## src/rtl/gdto_pkg.sv

```systemverilog
// ----------------------------------------------------------------------------
// gdto_pkg
// Shared types, codes and constants for the Gregorian date-time offset unit.
// ----------------------------------------------------------------------------
package gdto_pkg;

	localparam int AMT_W  = 16;
	localparam int DAY_W  = 5;
	localparam int MON_W  = 4;
	localparam int YEAR_W = 14;
	localparam int HOUR_W = 5;
	localparam int OP_W   = 3;
	localparam int STEP_W = 4;
	localparam int DVD_W  = 17;
	localparam int REM_W  = 7;
	localparam int DAYS_W = 18;
	localparam int HRS_W  = 6;
	localparam int IN_W   = 48;
	localparam int OUT_W  = 32;
	localparam int CQ_W   = 27;
	localparam int HQ_W   = 30;

	localparam int CENT_SHIFT  = 19;
	localparam int THIRD_SHIFT = 17;

	localparam logic [YEAR_W-1:0] YEAR_MAX    = 14'd9999;
	localparam logic [MON_W-1:0]  MON_JAN     = 4'd1;
	localparam logic [MON_W-1:0]  MON_DEC     = 4'd12;
	localparam logic [HOUR_W-1:0] HOUR_LAST   = 5'd23;
	localparam logic [REM_W-1:0]  CENT_LAST   = 7'd99;
	localparam logic [DVD_W-1:0]  DIV_HOURS   = 17'd24;
	localparam logic [YEAR_W-1:0] DIV_CENT    = 14'd100;
	localparam logic [12:0]       RECIP_CENT  = 13'd5243;
	localparam logic [15:0]       RECIP_THIRD = 16'd43691;

	typedef enum logic [OP_W-1:0] {
		OP_ADD_DAYS  = 3'd0,
		OP_SUB_DAYS  = 3'd1,
		OP_ADD_HOURS = 3'd2,
		OP_SUB_HOURS = 3'd3,
		OP_ADD_YEARS = 3'd4,
		OP_SUB_YEARS = 3'd5
	} op_t;

	typedef enum logic [3:0] {
		U_NOP,
		U_DIV_Y,
		U_DIV_H,
		U_DIV_STEP,
		U_YSPLIT,
		U_HOUR_SET,
		U_WALK_INIT,
		U_WALK_STEP,
		U_BORROW,
		U_YEAR_OP,
		U_FINISH
	} uop_t;

	typedef enum logic [3:0] {
		C_NEXT,
		C_ALWAYS,
		C_EARLY,
		C_OP_YEAR,
		C_OP_DAYS,
		C_NO_WALK,
		C_WALK_MORE,
		C_NO_BORROW
	} cond_t;

	typedef logic [STEP_W-1:0] step_t;

	localparam step_t S_ENTRY       = 4'd0;
	localparam step_t S_WALK        = 4'd9;
	localparam step_t S_WALK_LOOP   = 4'd10;
	localparam step_t S_BORROW_LOOP = 4'd13;
	localparam step_t S_FIN         = 4'd14;
	localparam step_t S_YEAR        = 4'd15;

	typedef struct packed {
		uop_t  uop;
		cond_t cond;
		step_t target;
	} cword_t;

	typedef struct packed {
		logic load;
		uop_t uop;
	} dp_ctl_t;

	typedef struct packed {
		logic early;
		logic op_year;
		logic op_days;
		logic no_walk;
		logic walk_more;
		logic no_borrow;
	} dp_stat_t;

	function automatic logic [DAY_W-1:0] month_days(input logic [MON_W-1:0] m, input logic leap);
		logic [DAY_W-1:0] r;
		begin
			unique case (m)
				4'd2:                   r = leap ? 5'd29 : 5'd28;
				4'd4, 4'd6, 4'd9, 4'd11: r = 5'd30;
				default:                r = 5'd31;
			endcase
			return r;
		end
	endfunction

endpackage

```

## src/rtl/gdto_ucode_rom.sv

```systemverilog
// ----------------------------------------------------------------------------
// gdto_ucode_rom
// Control store: one control word per program step.
// ----------------------------------------------------------------------------
module gdto_ucode_rom import gdto_pkg::*; (
	input  step_t  step,
	output cword_t cw
);

	always_comb begin
		unique case (step)
			4'd0:  cw = '{U_NOP,       C_EARLY,     S_FIN};
			4'd1:  cw = '{U_NOP,       C_OP_YEAR,   S_YEAR};
			4'd2:  cw = '{U_DIV_Y,     C_NEXT,      S_ENTRY};
			4'd3:  cw = '{U_DIV_STEP,  C_NEXT,      S_ENTRY};
			4'd4:  cw = '{U_YSPLIT,    C_OP_DAYS,   S_WALK};
			4'd5:  cw = '{U_DIV_H,     C_NEXT,      S_ENTRY};
			4'd6:  cw = '{U_DIV_STEP,  C_NEXT,      S_ENTRY};
			4'd7:  cw = '{U_HOUR_SET,  C_NEXT,      S_ENTRY};
			4'd8:  cw = '{U_NOP,       C_NO_WALK,   S_FIN};
			4'd9:  cw = '{U_WALK_INIT, C_NEXT,      S_ENTRY};
			4'd10: cw = '{U_WALK_STEP, C_WALK_MORE, S_WALK_LOOP};
			4'd11: cw = '{U_NOP,       C_NO_BORROW, S_FIN};
			4'd12: cw = '{U_BORROW,    C_NEXT,      S_ENTRY};
			4'd13: cw = '{U_WALK_STEP, C_WALK_MORE, S_BORROW_LOOP};
			4'd14: cw = '{U_FINISH,    C_NEXT,      S_ENTRY};
			4'd15: cw = '{U_YEAR_OP,   C_ALWAYS,    S_FIN};
		endcase
	end

endmodule

```

## src/rtl/gdto_datapath.sv

```systemverilog
// ----------------------------------------------------------------------------
// gdto_datapath
// Date registers, reciprocal divider, month walker and result register.
// ----------------------------------------------------------------------------
module gdto_datapath import gdto_pkg::*; #(
	parameter int AMOUNT_BITS = 16
) (
	input  logic             clk,
	input  dp_ctl_t          ctl,
	input  logic [IN_W-1:0]  in_data,
	input  logic [OP_W-1:0]  in_op,
	output dp_stat_t         stat,
	output logic [OUT_W-1:0] out_data,
	output logic             out_err
);

	localparam logic [AMT_W-1:0] AMT_MASK = (AMOUNT_BITS >= AMT_W) ? {AMT_W{1'b1}} :
		AMT_W'((64'd1 << AMOUNT_BITS) - 64'd1);

	logic [AMT_W-1:0]  in_amt;
	logic [DAY_W-1:0]  in_day;
	logic [MON_W-1:0]  in_mon;
	logic [YEAR_W-1:0] in_year;
	logic [HOUR_W-1:0] in_hour;

	logic [OP_W-1:0]          op_q;
	logic [DAY_W-1:0]         rd_q;
	logic [MON_W-1:0]         rm_q;
	logic [YEAR_W-1:0]        ry_q;
	logic [HOUR_W-1:0]        rh_q;
	logic [AMT_W-1:0]         n_q;
	logic signed [DAYS_W-1:0] d_q;
	logic [MON_W-1:0]         m_q;
	logic [YEAR_W-1:0]        y_q;
	logic [REM_W-1:0]         yc_q;
	logic [1:0]               yh_q;
	logic signed [HRS_W-1:0]  h_q;
	logic [AMT_W-1:0]         w_q;
	logic                     back_q;
	logic                     err_q;
	logic                     noop_q;
	logic [DVD_W-1:0]         dvd_q;
	logic [AMT_W-1:0]         quo_q;
	logic                     div100_q;

	logic                     leap;
	logic [MON_W-1:0]         m_prev;
	logic [DAY_W-1:0]         md_cur;
	logic [DAY_W-1:0]         md_prev;
	logic signed [DAYS_W-1:0] md_cur_x;
	logic signed [DAYS_W-1:0] md_prev_x;
	logic signed [DAYS_W-1:0] w_x;
	logic                     need_f;
	logic                     need_b;
	logic                     walk_more;
	logic [CQ_W-1:0]          cent_mul;
	logic [HQ_W-1:0]          third_mul;
	logic [YEAR_W-1:0]        cent_rem;
	logic [DVD_W-1:0]         hour_rem;
	logic [DVD_W-1:0]         year_sum;
	logic [DVD_W-1:0]         hour_sum;
	logic signed [HRS_W-1:0]  rem_h;

	assign in_amt  = in_data[15:0];
	assign in_day  = in_data[20:16];
	assign in_mon  = in_data[24:21];
	assign in_year = in_data[38:25];
	assign in_hour = in_data[43:39];

	assign leap      = (yc_q[1:0] == 2'b00) && ((yc_q != '0) || (yh_q == 2'b00));
	assign m_prev    = m_q - 4'd1;
	assign md_cur    = month_days(m_q, leap);
	assign md_prev   = month_days(m_prev, leap);
	assign md_cur_x  = signed'({13'd0, md_cur});
	assign md_prev_x = signed'({13'd0, md_prev});
	assign w_x       = signed'({2'd0, w_q});
	assign need_f    = d_q > md_cur_x;
	assign need_b    = d_q[DAYS_W-1] || (d_q == '0);
	assign walk_more = !err_q && (back_q ? need_b : need_f);

	// x/100 as (x*5243)>>19 for x < 10000; x/24 as ((x>>3)*43691)>>17
	assign cent_mul  = {13'd0, dvd_q[YEAR_W-1:0]} * {14'd0, RECIP_CENT};
	assign third_mul = {16'd0, dvd_q[DVD_W-1:3]} * {14'd0, RECIP_THIRD};
	assign cent_rem  = dvd_q[YEAR_W-1:0] - ({7'd0, quo_q[6:0]} * DIV_CENT);
	assign hour_rem  = dvd_q - ({1'b0, quo_q} * DIV_HOURS);
	assign year_sum  = {3'd0, y_q} + {1'b0, n_q};
	assign hour_sum  = {12'd0, h_q[HOUR_W-1:0]} + {1'b0, n_q};
	assign rem_h     = signed'({1'b0, hour_rem[HOUR_W-1:0]});

	always_comb begin
		stat.early     = err_q || noop_q;
		stat.op_year   = (op_q == OP_ADD_YEARS) || (op_q == OP_SUB_YEARS);
		stat.op_days   = (op_q == OP_ADD_DAYS) || (op_q == OP_SUB_DAYS);
		stat.no_walk   = (op_q == OP_ADD_HOURS) && (w_q == '0);
		stat.walk_more = walk_more;
		stat.no_borrow = err_q || !((op_q == OP_SUB_HOURS) && h_q[HRS_W-1]);
	end

	always_ff @(posedge clk) begin
		if (ctl.load) begin
			op_q   <= in_op;
			rd_q   <= in_day;
			rm_q   <= in_mon;
			ry_q   <= in_year;
			rh_q   <= in_hour;
			n_q    <= in_amt & AMT_MASK;
			d_q    <= signed'({13'd0, (in_day == '0) ? 5'd1 : in_day});
			m_q    <= (in_mon == '0) ? MON_JAN : ((in_mon > MON_DEC) ? MON_DEC : in_mon);
			y_q    <= in_year;
			h_q    <= signed'({1'b0, (in_hour > HOUR_LAST) ? HOUR_LAST : in_hour});
			err_q  <= in_year > YEAR_MAX;
			noop_q <= in_op > OP_SUB_YEARS;
		end else begin
			unique case (ctl.uop)
				U_NOP: ;
				U_DIV_Y: begin
					dvd_q    <= {3'd0, y_q};
					div100_q <= 1'b1;
				end
				U_DIV_H: begin
					dvd_q    <= (op_q == OP_ADD_HOURS) ? hour_sum : {1'b0, n_q};
					div100_q <= 1'b0;
				end
				U_DIV_STEP: begin
					quo_q <= div100_q ? {8'd0, cent_mul[CQ_W-1:CENT_SHIFT]} :
						{3'd0, third_mul[HQ_W-1:THIRD_SHIFT]};
				end
				U_YSPLIT: begin
					yc_q   <= cent_rem[REM_W-1:0];
					yh_q   <= quo_q[1:0];
					w_q    <= n_q;
					back_q <= op_q == OP_SUB_DAYS;
				end
				U_HOUR_SET: begin
					w_q <= quo_q;
					if (op_q == OP_ADD_HOURS) begin
						h_q    <= rem_h;
						back_q <= 1'b0;
					end else begin
						h_q    <= h_q - rem_h;
						back_q <= 1'b1;
					end
				end
				U_WALK_INIT: d_q <= back_q ? (d_q - w_x) : (d_q + w_x);
				U_WALK_STEP: begin
					if (walk_more) begin
						if (back_q) begin
							if (m_q == MON_JAN) begin
								if (y_q == '0) begin
									err_q <= 1'b1;
								end else begin
									m_q <= MON_DEC;
									y_q <= y_q - 14'd1;
									d_q <= d_q + 18'sd31;
									if (yc_q == '0) begin
										yc_q <= CENT_LAST;
										yh_q <= yh_q - 2'd1;
									end else begin
										yc_q <= yc_q - 7'd1;
									end
								end
							end else begin
								m_q <= m_prev;
								d_q <= d_q + md_prev_x;
							end
						end else begin
							d_q <= d_q - md_cur_x;
							if (m_q == MON_DEC) begin
								if (y_q == YEAR_MAX) begin
									err_q <= 1'b1;
								end else begin
									m_q <= MON_JAN;
									y_q <= y_q + 14'd1;
									if (yc_q == CENT_LAST) begin
										yc_q <= '0;
										yh_q <= yh_q + 2'd1;
									end else begin
										yc_q <= yc_q + 7'd1;
									end
								end
							end else begin
								m_q <= m_q + 4'd1;
							end
						end
					end
				end
				U_BORROW: begin
					h_q <= h_q + 6'sd24;
					d_q <= d_q - 18'sd1;
				end
				U_YEAR_OP: begin
					if (op_q == OP_ADD_YEARS) begin
						if (year_sum > {3'd0, YEAR_MAX}) err_q <= 1'b1;
						else y_q <= year_sum[YEAR_W-1:0];
					end else begin
						if (n_q > {2'd0, y_q}) err_q <= 1'b1;
						else y_q <= y_q - n_q[YEAR_W-1:0];
					end
				end
				U_FINISH: begin
					out_err <= err_q;
					if (err_q || noop_q) begin
						out_data <= {4'd0, rh_q, ry_q, rm_q, rd_q};
					end else begin
						out_data <= {4'd0, h_q[HOUR_W-1:0], y_q, m_q, d_q[DAY_W-1:0]};
					end
				end
				default: ;
			endcase
		end
	end

endmodule

```

## src/rtl/gdto_seq.sv

```systemverilog
// ----------------------------------------------------------------------------
// gdto_seq
// Step counter, jump logic and stream handshakes.
// ----------------------------------------------------------------------------
module gdto_seq import gdto_pkg::*; (
	input  logic     clk,
	input  logic     arst_n,
	input  logic     s_tvalid,
	output logic     s_tready,
	output logic     m_tvalid,
	input  logic     m_tready,
	input  dp_stat_t stat,
	input  cword_t   cw,
	output step_t    step,
	output dp_ctl_t  ctl
);

	logic  busy_q;
	step_t step_q;
	logic  m_tvalid_q;
	logic  accept;
	logic  is_fin;
	logic  stall;
	logic  exec;
	logic  cond_true;

	assign s_tready = !busy_q;
	assign m_tvalid = m_tvalid_q;
	assign step     = step_q;
	assign accept   = s_tvalid && !busy_q;
	assign is_fin   = cw.uop == U_FINISH;
	assign stall    = is_fin && m_tvalid_q && !m_tready;
	assign exec     = busy_q && !stall;

	always_comb begin
		unique case (cw.cond)
			C_NEXT:      cond_true = 1'b0;
			C_ALWAYS:    cond_true = 1'b1;
			C_EARLY:     cond_true = stat.early;
			C_OP_YEAR:   cond_true = stat.op_year;
			C_OP_DAYS:   cond_true = stat.op_days;
			C_NO_WALK:   cond_true = stat.no_walk;
			C_WALK_MORE: cond_true = stat.walk_more;
			C_NO_BORROW: cond_true = stat.no_borrow;
			default:     cond_true = 1'b0;
		endcase
	end

	always_comb begin
		ctl.load = accept;
		ctl.uop  = exec ? cw.uop : U_NOP;
	end

	always_ff @(posedge clk or negedge arst_n) begin
		if (!arst_n) begin
			busy_q     <= 1'b0;
			step_q     <= S_ENTRY;
			m_tvalid_q <= 1'b0;
		end else begin
			if (accept) begin
				busy_q <= 1'b1;
				step_q <= S_ENTRY;
			end else if (exec) begin
				step_q <= cond_true ? cw.target : step_q + 4'd1;
				if (is_fin) busy_q <= 1'b0;
			end
			if (exec && is_fin) m_tvalid_q <= 1'b1;
			else if (m_tready) m_tvalid_q <= 1'b0;
		end
	end

`ifndef SYNTHESIS
	a_rise_after_fin: assert property (@(posedge clk) disable iff (!arst_n)
		$rose(m_tvalid_q) |-> $past(busy_q && is_fin))
		else $error("result valid without finish step");
	a_fin_ends_item: assert property (@(posedge clk) disable iff (!arst_n)
		(busy_q && is_fin && !stall) |=> (!busy_q && m_tvalid_q))
		else $error("finish step did not close item");
	a_accept_entry: assert property (@(posedge clk) disable iff (!arst_n)
		accept |=> (busy_q && (step_q == S_ENTRY)))
		else $error("accepted beat did not start program");
`endif

endmodule

```

## src/rtl/gregorian_date_time_offset_top.sv

```systemverilog
// ----------------------------------------------------------------------------
// gregorian_date_time_offset_top
// Adds or subtracts days, hours or years on a Gregorian date-time.
// Program paths (accept to valid): out-of-range input years and unused op codes go
//   straight to the finish step; year ops run the year step; day ops split the year,
//   then walk one month per cycle; hour ops also divide the hours by 24, skip the
//   walk for a short hour add, and after the walk may borrow a day from the hours.
// One item in flight; the next beat is taken the cycle after the result
// is registered.
// Reset: arst_n clears the sequencer and output valid; no memories to clear.
// ----------------------------------------------------------------------------
module gregorian_date_time_offset_top import gdto_pkg::*; #(
	parameter int AMOUNT_BITS = 16
) (
	input  logic        clk,
	input  logic        arst_n,
	input  logic        s_tvalid,
	output logic        s_tready,
	input  logic [47:0] s_tdata,   // amount[15:0], day_in, month_in, year_in, hour_in
	input  logic [2:0]  s_tuser,   // op
	output logic        m_tvalid,
	input  logic        m_tready,
	output logic [31:0] m_tdata,   // day_out, month_out, year_out, hour_out
	output logic [0:0]  m_tuser    // range_error
);

	dp_stat_t stat;
	dp_ctl_t  ctl;
	cword_t   cw;
	step_t    step;
	logic     out_err;

	assign m_tuser = out_err;

	gdto_ucode_rom u_rom (
		.step (step),
		.cw   (cw)
	);

	gdto_seq u_seq (
		.clk      (clk),
		.arst_n   (arst_n),
		.s_tvalid (s_tvalid),
		.s_tready (s_tready),
		.m_tvalid (m_tvalid),
		.m_tready (m_tready),
		.stat     (stat),
		.cw       (cw),
		.step     (step),
		.ctl      (ctl)
	);

	gdto_datapath #(
		.AMOUNT_BITS (AMOUNT_BITS)
	) u_dp (
		.clk      (clk),
		.ctl      (ctl),
		.in_data  (s_tdata),
		.in_op    (s_tuser),
		.stat     (stat),
		.out_data (m_tdata),
		.out_err  (out_err)
	);

endmodule

```

## config.mk

```make
export PLATFORM = sky130hd
export DESIGN_NAME = gregorian_date_time_offset_top
export DESIGN_NICKNAME = d
export VERILOG_FILES = /design/src/rtl/gdto_pkg.sv /design/src/rtl/gdto_ucode_rom.sv /design/src/rtl/gdto_datapath.sv /design/src/rtl/gdto_seq.sv /design/src/rtl/gregorian_date_time_offset_top.sv
export SDC_FILE = /design/constraint.sdc
export NUM_CORES = 1
export LEC_CHECK = 0
export ABC_AREA = 1
export BUFFER_PORTS_ARGS = -buffer_cell sky130_fd_sc_hd__buf_2
export CORE_MARGIN = 3
export CORE_UTILIZATION = 55
export DETAILED_ROUTE_END_ITERATION = 7
export PLACE_DENSITY = 0.74
export SLEW_MARGIN = 10
export SYNTH_ARGS = -nofsm -noshare
export SYNTH_HDL_FRONTEND = slang
export SYNTH_SLANG_ARGS = --single-unit
export TNS_END_PERCENT = 30
```

## constraint.sdc

```tcl
create_clock -name clk -period 4.8 [get_ports clk]
set_input_delay 0.72 -clock clk [delete_from_list [all_inputs] [get_ports clk]]
set_output_delay 0.72 -clock clk [all_outputs]
set_load 0.01 [all_outputs]
```

==> flow_summary.json <==
{
  "r2r_end": "u_dp.quo_q[7]",
  "fin_skew_ns": 0.0166,
  "fin_ws_ns": -0.276,
  "cts_buffers": 17,
  "grt_pass1_wl_um": 95900,
  "r2r_start": "u_dp.dvd_q[13]",
  "grt_overflow": 0,
  "setup_violations": 13,
  "antenna_found_initial": 0,
  "start_util_pct": 56.1,
  "endpoint": "u_dp.quo_q[7]",
  "place_congestion": 0.979,
  "drive_gt1_share_pct": 13.7,
  "grt_usage_pct": 29.3,
  "critPathLaunchType": "register",
  "synthArstFlopShare_pct": 3.28,
  "port_buffers": 81,
  "coreArea_um2": 37800,
  "final_common_cell": "nand2_1",
  "htreeDepth": 4,
  "nNetsFinal": 3329,
  "synth_edf_count": 163,
  "fin_setup_tns_ns": -2.40,
  "fin_crit_ns": 5.08,
  "wl_per_cell_um": 17.9,
  "die_h_um": 202,
  "fmax_ghz": 0.197,
  "syn_inst": 2660,
  "nFillCells": 3265,
  "final_cell_mix": "510 x nand2_1, 440 x inv_1, 278 x ha_1, 177 x nor2_1, 171 x o21ai_0",
  "tritoncts": "built",
  "n_antenna_cell": 0,
  "synth.distinct_cells": 69,
  "cp_max_fo": 4,
  "hold_violations": 0,
  "tightest_slew_ns": 0.940,
  "grt_max_degree": 56,
  "hold_slack_ns": 0.0798,
  "finalCritPeriodShare_pct": 106,
  "status": "finished, violations left",
  "cts.path.max_buffers": 2,
  "dp.cells": 3339,
  "place_hpwl_um": 49000,
  "slew_headroom_pct": 36.8,
  "seq_area_frac_synth_pct": 25.1,
  "min_path_type": "primary input to async pin",
  "die_width_um": 202,
  "cp.required_ns": 5.01,
  "arrival_ns": 5.28,
  "dieArea_um2": 41000,
  "vias_per_cell": 5.66,
  "path_class": "register to register",
  "r2r_slack_ns": -0.28,
  "dr.pass1.iters": 6,
  "drc": 0,
  "vias": 19100,
  "num_rows": 71,
  "violations": "negative setup slack",
  "critPathCaptureType": "register",
  "yosys_warnings": 0,
  "ys_ff_latch": 183,
  "cts_sinks": 183,
  "cts.clk_slew.worst_paths_ns": 0.08,
  "grt_pass1_vias": 18700,
  "num_io_pins": 90,
  "rsz0062_at_grt": "yes",
  "final_cells": 3375,
  "root_buffer": "clkbuf_16",
  "rr_worst_depth": 18,
  "area_delta_synth_final_pct": 14.2,
  "startpoint": "u_dp.dvd_q[13]",
  "synth_area_um2": 21200,
  "clkLatencyLatePin_ns": 0.46,
  "drv_cap": 0,
  "postRouteAntennaNets": 0,
  "ys.flop_type": "edfxtp_1",
  "drt_wl_total_um": 60300,
  "drt_iter0_drc": 1532,
  "syn-mean-instance-area_um2": 7.98,
  "final-max-slew-violation-count": 0
}
[Yosys cell counts, drive strengths merged, types with 3 or more instances]
cell type    n  share of area [%]
nand2      526                9.4
inv        456                8.1
ha         297                 18
o21ai      219                5.4
nor2       186                3.5
a21oi      164                3.9
edfxtp     163                 23
nand3      147                3.6
fa         126                 12
xor2        64                2.6
nor3        43                1.1
buf         31               0.87
clkbuf      30               0.54
nand4       30                1.1
xnor2       23               0.95
o211ai      18               0.66
dfxtp       14                1.3
a21o        13               0.46
a31oi       13               0.41
or2         13               0.38
nor4        12               0.35
o22ai       10               0.32
o21bai       9               0.32
o31ai        9               0.32
a211oi       7               0.27
dfrtp        6               0.71
o21a         5               0.18
nor3b        4               0.14
o221ai       4               0.16
a22oi        3               0.11
[per-stage QoR]
| stage | utilization, % | instance area [µm²] | setup slack (ns) |
|---|---|---|---|
| floorplan | - | 21400 | -0.0340 |
| global placement | 61.5 | 23300 | -0.271 |
| detailed placement | 61.5 | 23300 | -0.388 |
| CTS | 63.6 | 24100 | -0.284 |
| global route | 64.1 | 24200 | -0.437 |
| finish | 64.1 | 24200 | -0.276 |
[per-layer routing]
metal,routed length [µm],vias up,share of wire (%),global-route usage (%)
met5,0,-,0,0
met4,2250,0,3.7,10.7
met3,4300,135,7.1,4.49
met2,27900,715,46,47.5
met1,25900,9073,43,40.2
li1,-,9185,-,-
[kinds of logic (layout without fill, tap and decap cells)]
group	count (synthesis)	count (layout)	synth area share (%)
AND/OR/NAND/NOR	967	967	19.7
XOR/XNOR	87	87	3.59
adder cells (fa/ha/maj)	423	423	29.4
buffers and inverters	518	719	9.49
AO/OA/AOI/OAI	481	481	12.7
other	1	4	0.0177
flip-flops	183	183	25.1
[cell type report]
| type | count | area (µm²) | area share (%) |
|---|---|---|---|
| clock inverter | 15 | 178 | 0.733 |
| clock buffer | 17 | 425 | 1.75 |
| timing repair buffer | 230 | 1560 | 6.42 |
| sequential | 183 | 5330 | 22.0 |
| multi-input combinational | 1962 | 14400 | 59.4 |
| inverter | 457 | 1720 | 7.08 |
| tap | 511 | 639 | 2.64 |
[worst max-delay path, stage by stage (launching register included)]
cell and delay, ns:
edfxtp_1 0.44, ha_4 0.30, inv_2 0.05, fa_1 0.54
inv_2 0.07, fa_1 0.47, fa_1 0.52, fa_1 0.43
fa_1 0.57, ha_4 0.22, buf_6 0.12, a21oi_2 0.13
o21ai_1 0.09, a21oi_2 0.16, nand3_2 0.11, a21o_1 0.22
or2_4 0.25, nand3_4 0.07, nand2_1 0.06
[state kept, by name, indices dropped and copies added, names as in the netlist, 5 cells and up]
signal	flops
u_dp.yc_q	7
u_dp.quo_q	13
u_dp.y_q	14
u_dp.rd_q	5
u_dp.ry_q	14
u_dp.dvd_q	17
u_dp.w_q	16
u_dp.n_q	16
u_dp.rh_q	5
u_dp.h_q	6
u_dp.out_data	28
u_dp.d_q	18
[worst min-delay path by stage]
stage                 start             end  slack, ns  depth (start not counted)
6_report             arst_n   u_seq.step[0]       0.08                          1
5_1_grt              arst_n  u_seq.m_tvalid       0.07                          1
4_1_cts              arst_n  u_seq.m_tvalid       0.06                          1
3_5_place_dp   u_dp.d_q[17]    u_dp.d_q[17]       0.49                          2
3_3_place_gp   u_dp.d_q[17]    u_dp.d_q[17]       0.46                          2
2_1_floorplan        arst_n    u_seq.busy_q       0.42                          0
[what timing repair did]
| action | CTS | global route |
|---|---|---|
| hold buffers | 0 | 0 |
| cloned | 0 | 0 |
| pin swaps | 6 | 15 |
| setup buffers | 0 | 4 |
| endpoints found under the setup margin | 13 | 13 |
| resized for setup | 32 | 36 |
Power is not shown: default switching activity piles up to over one toggle a cycle in this logic, so the estimate is an artifact.
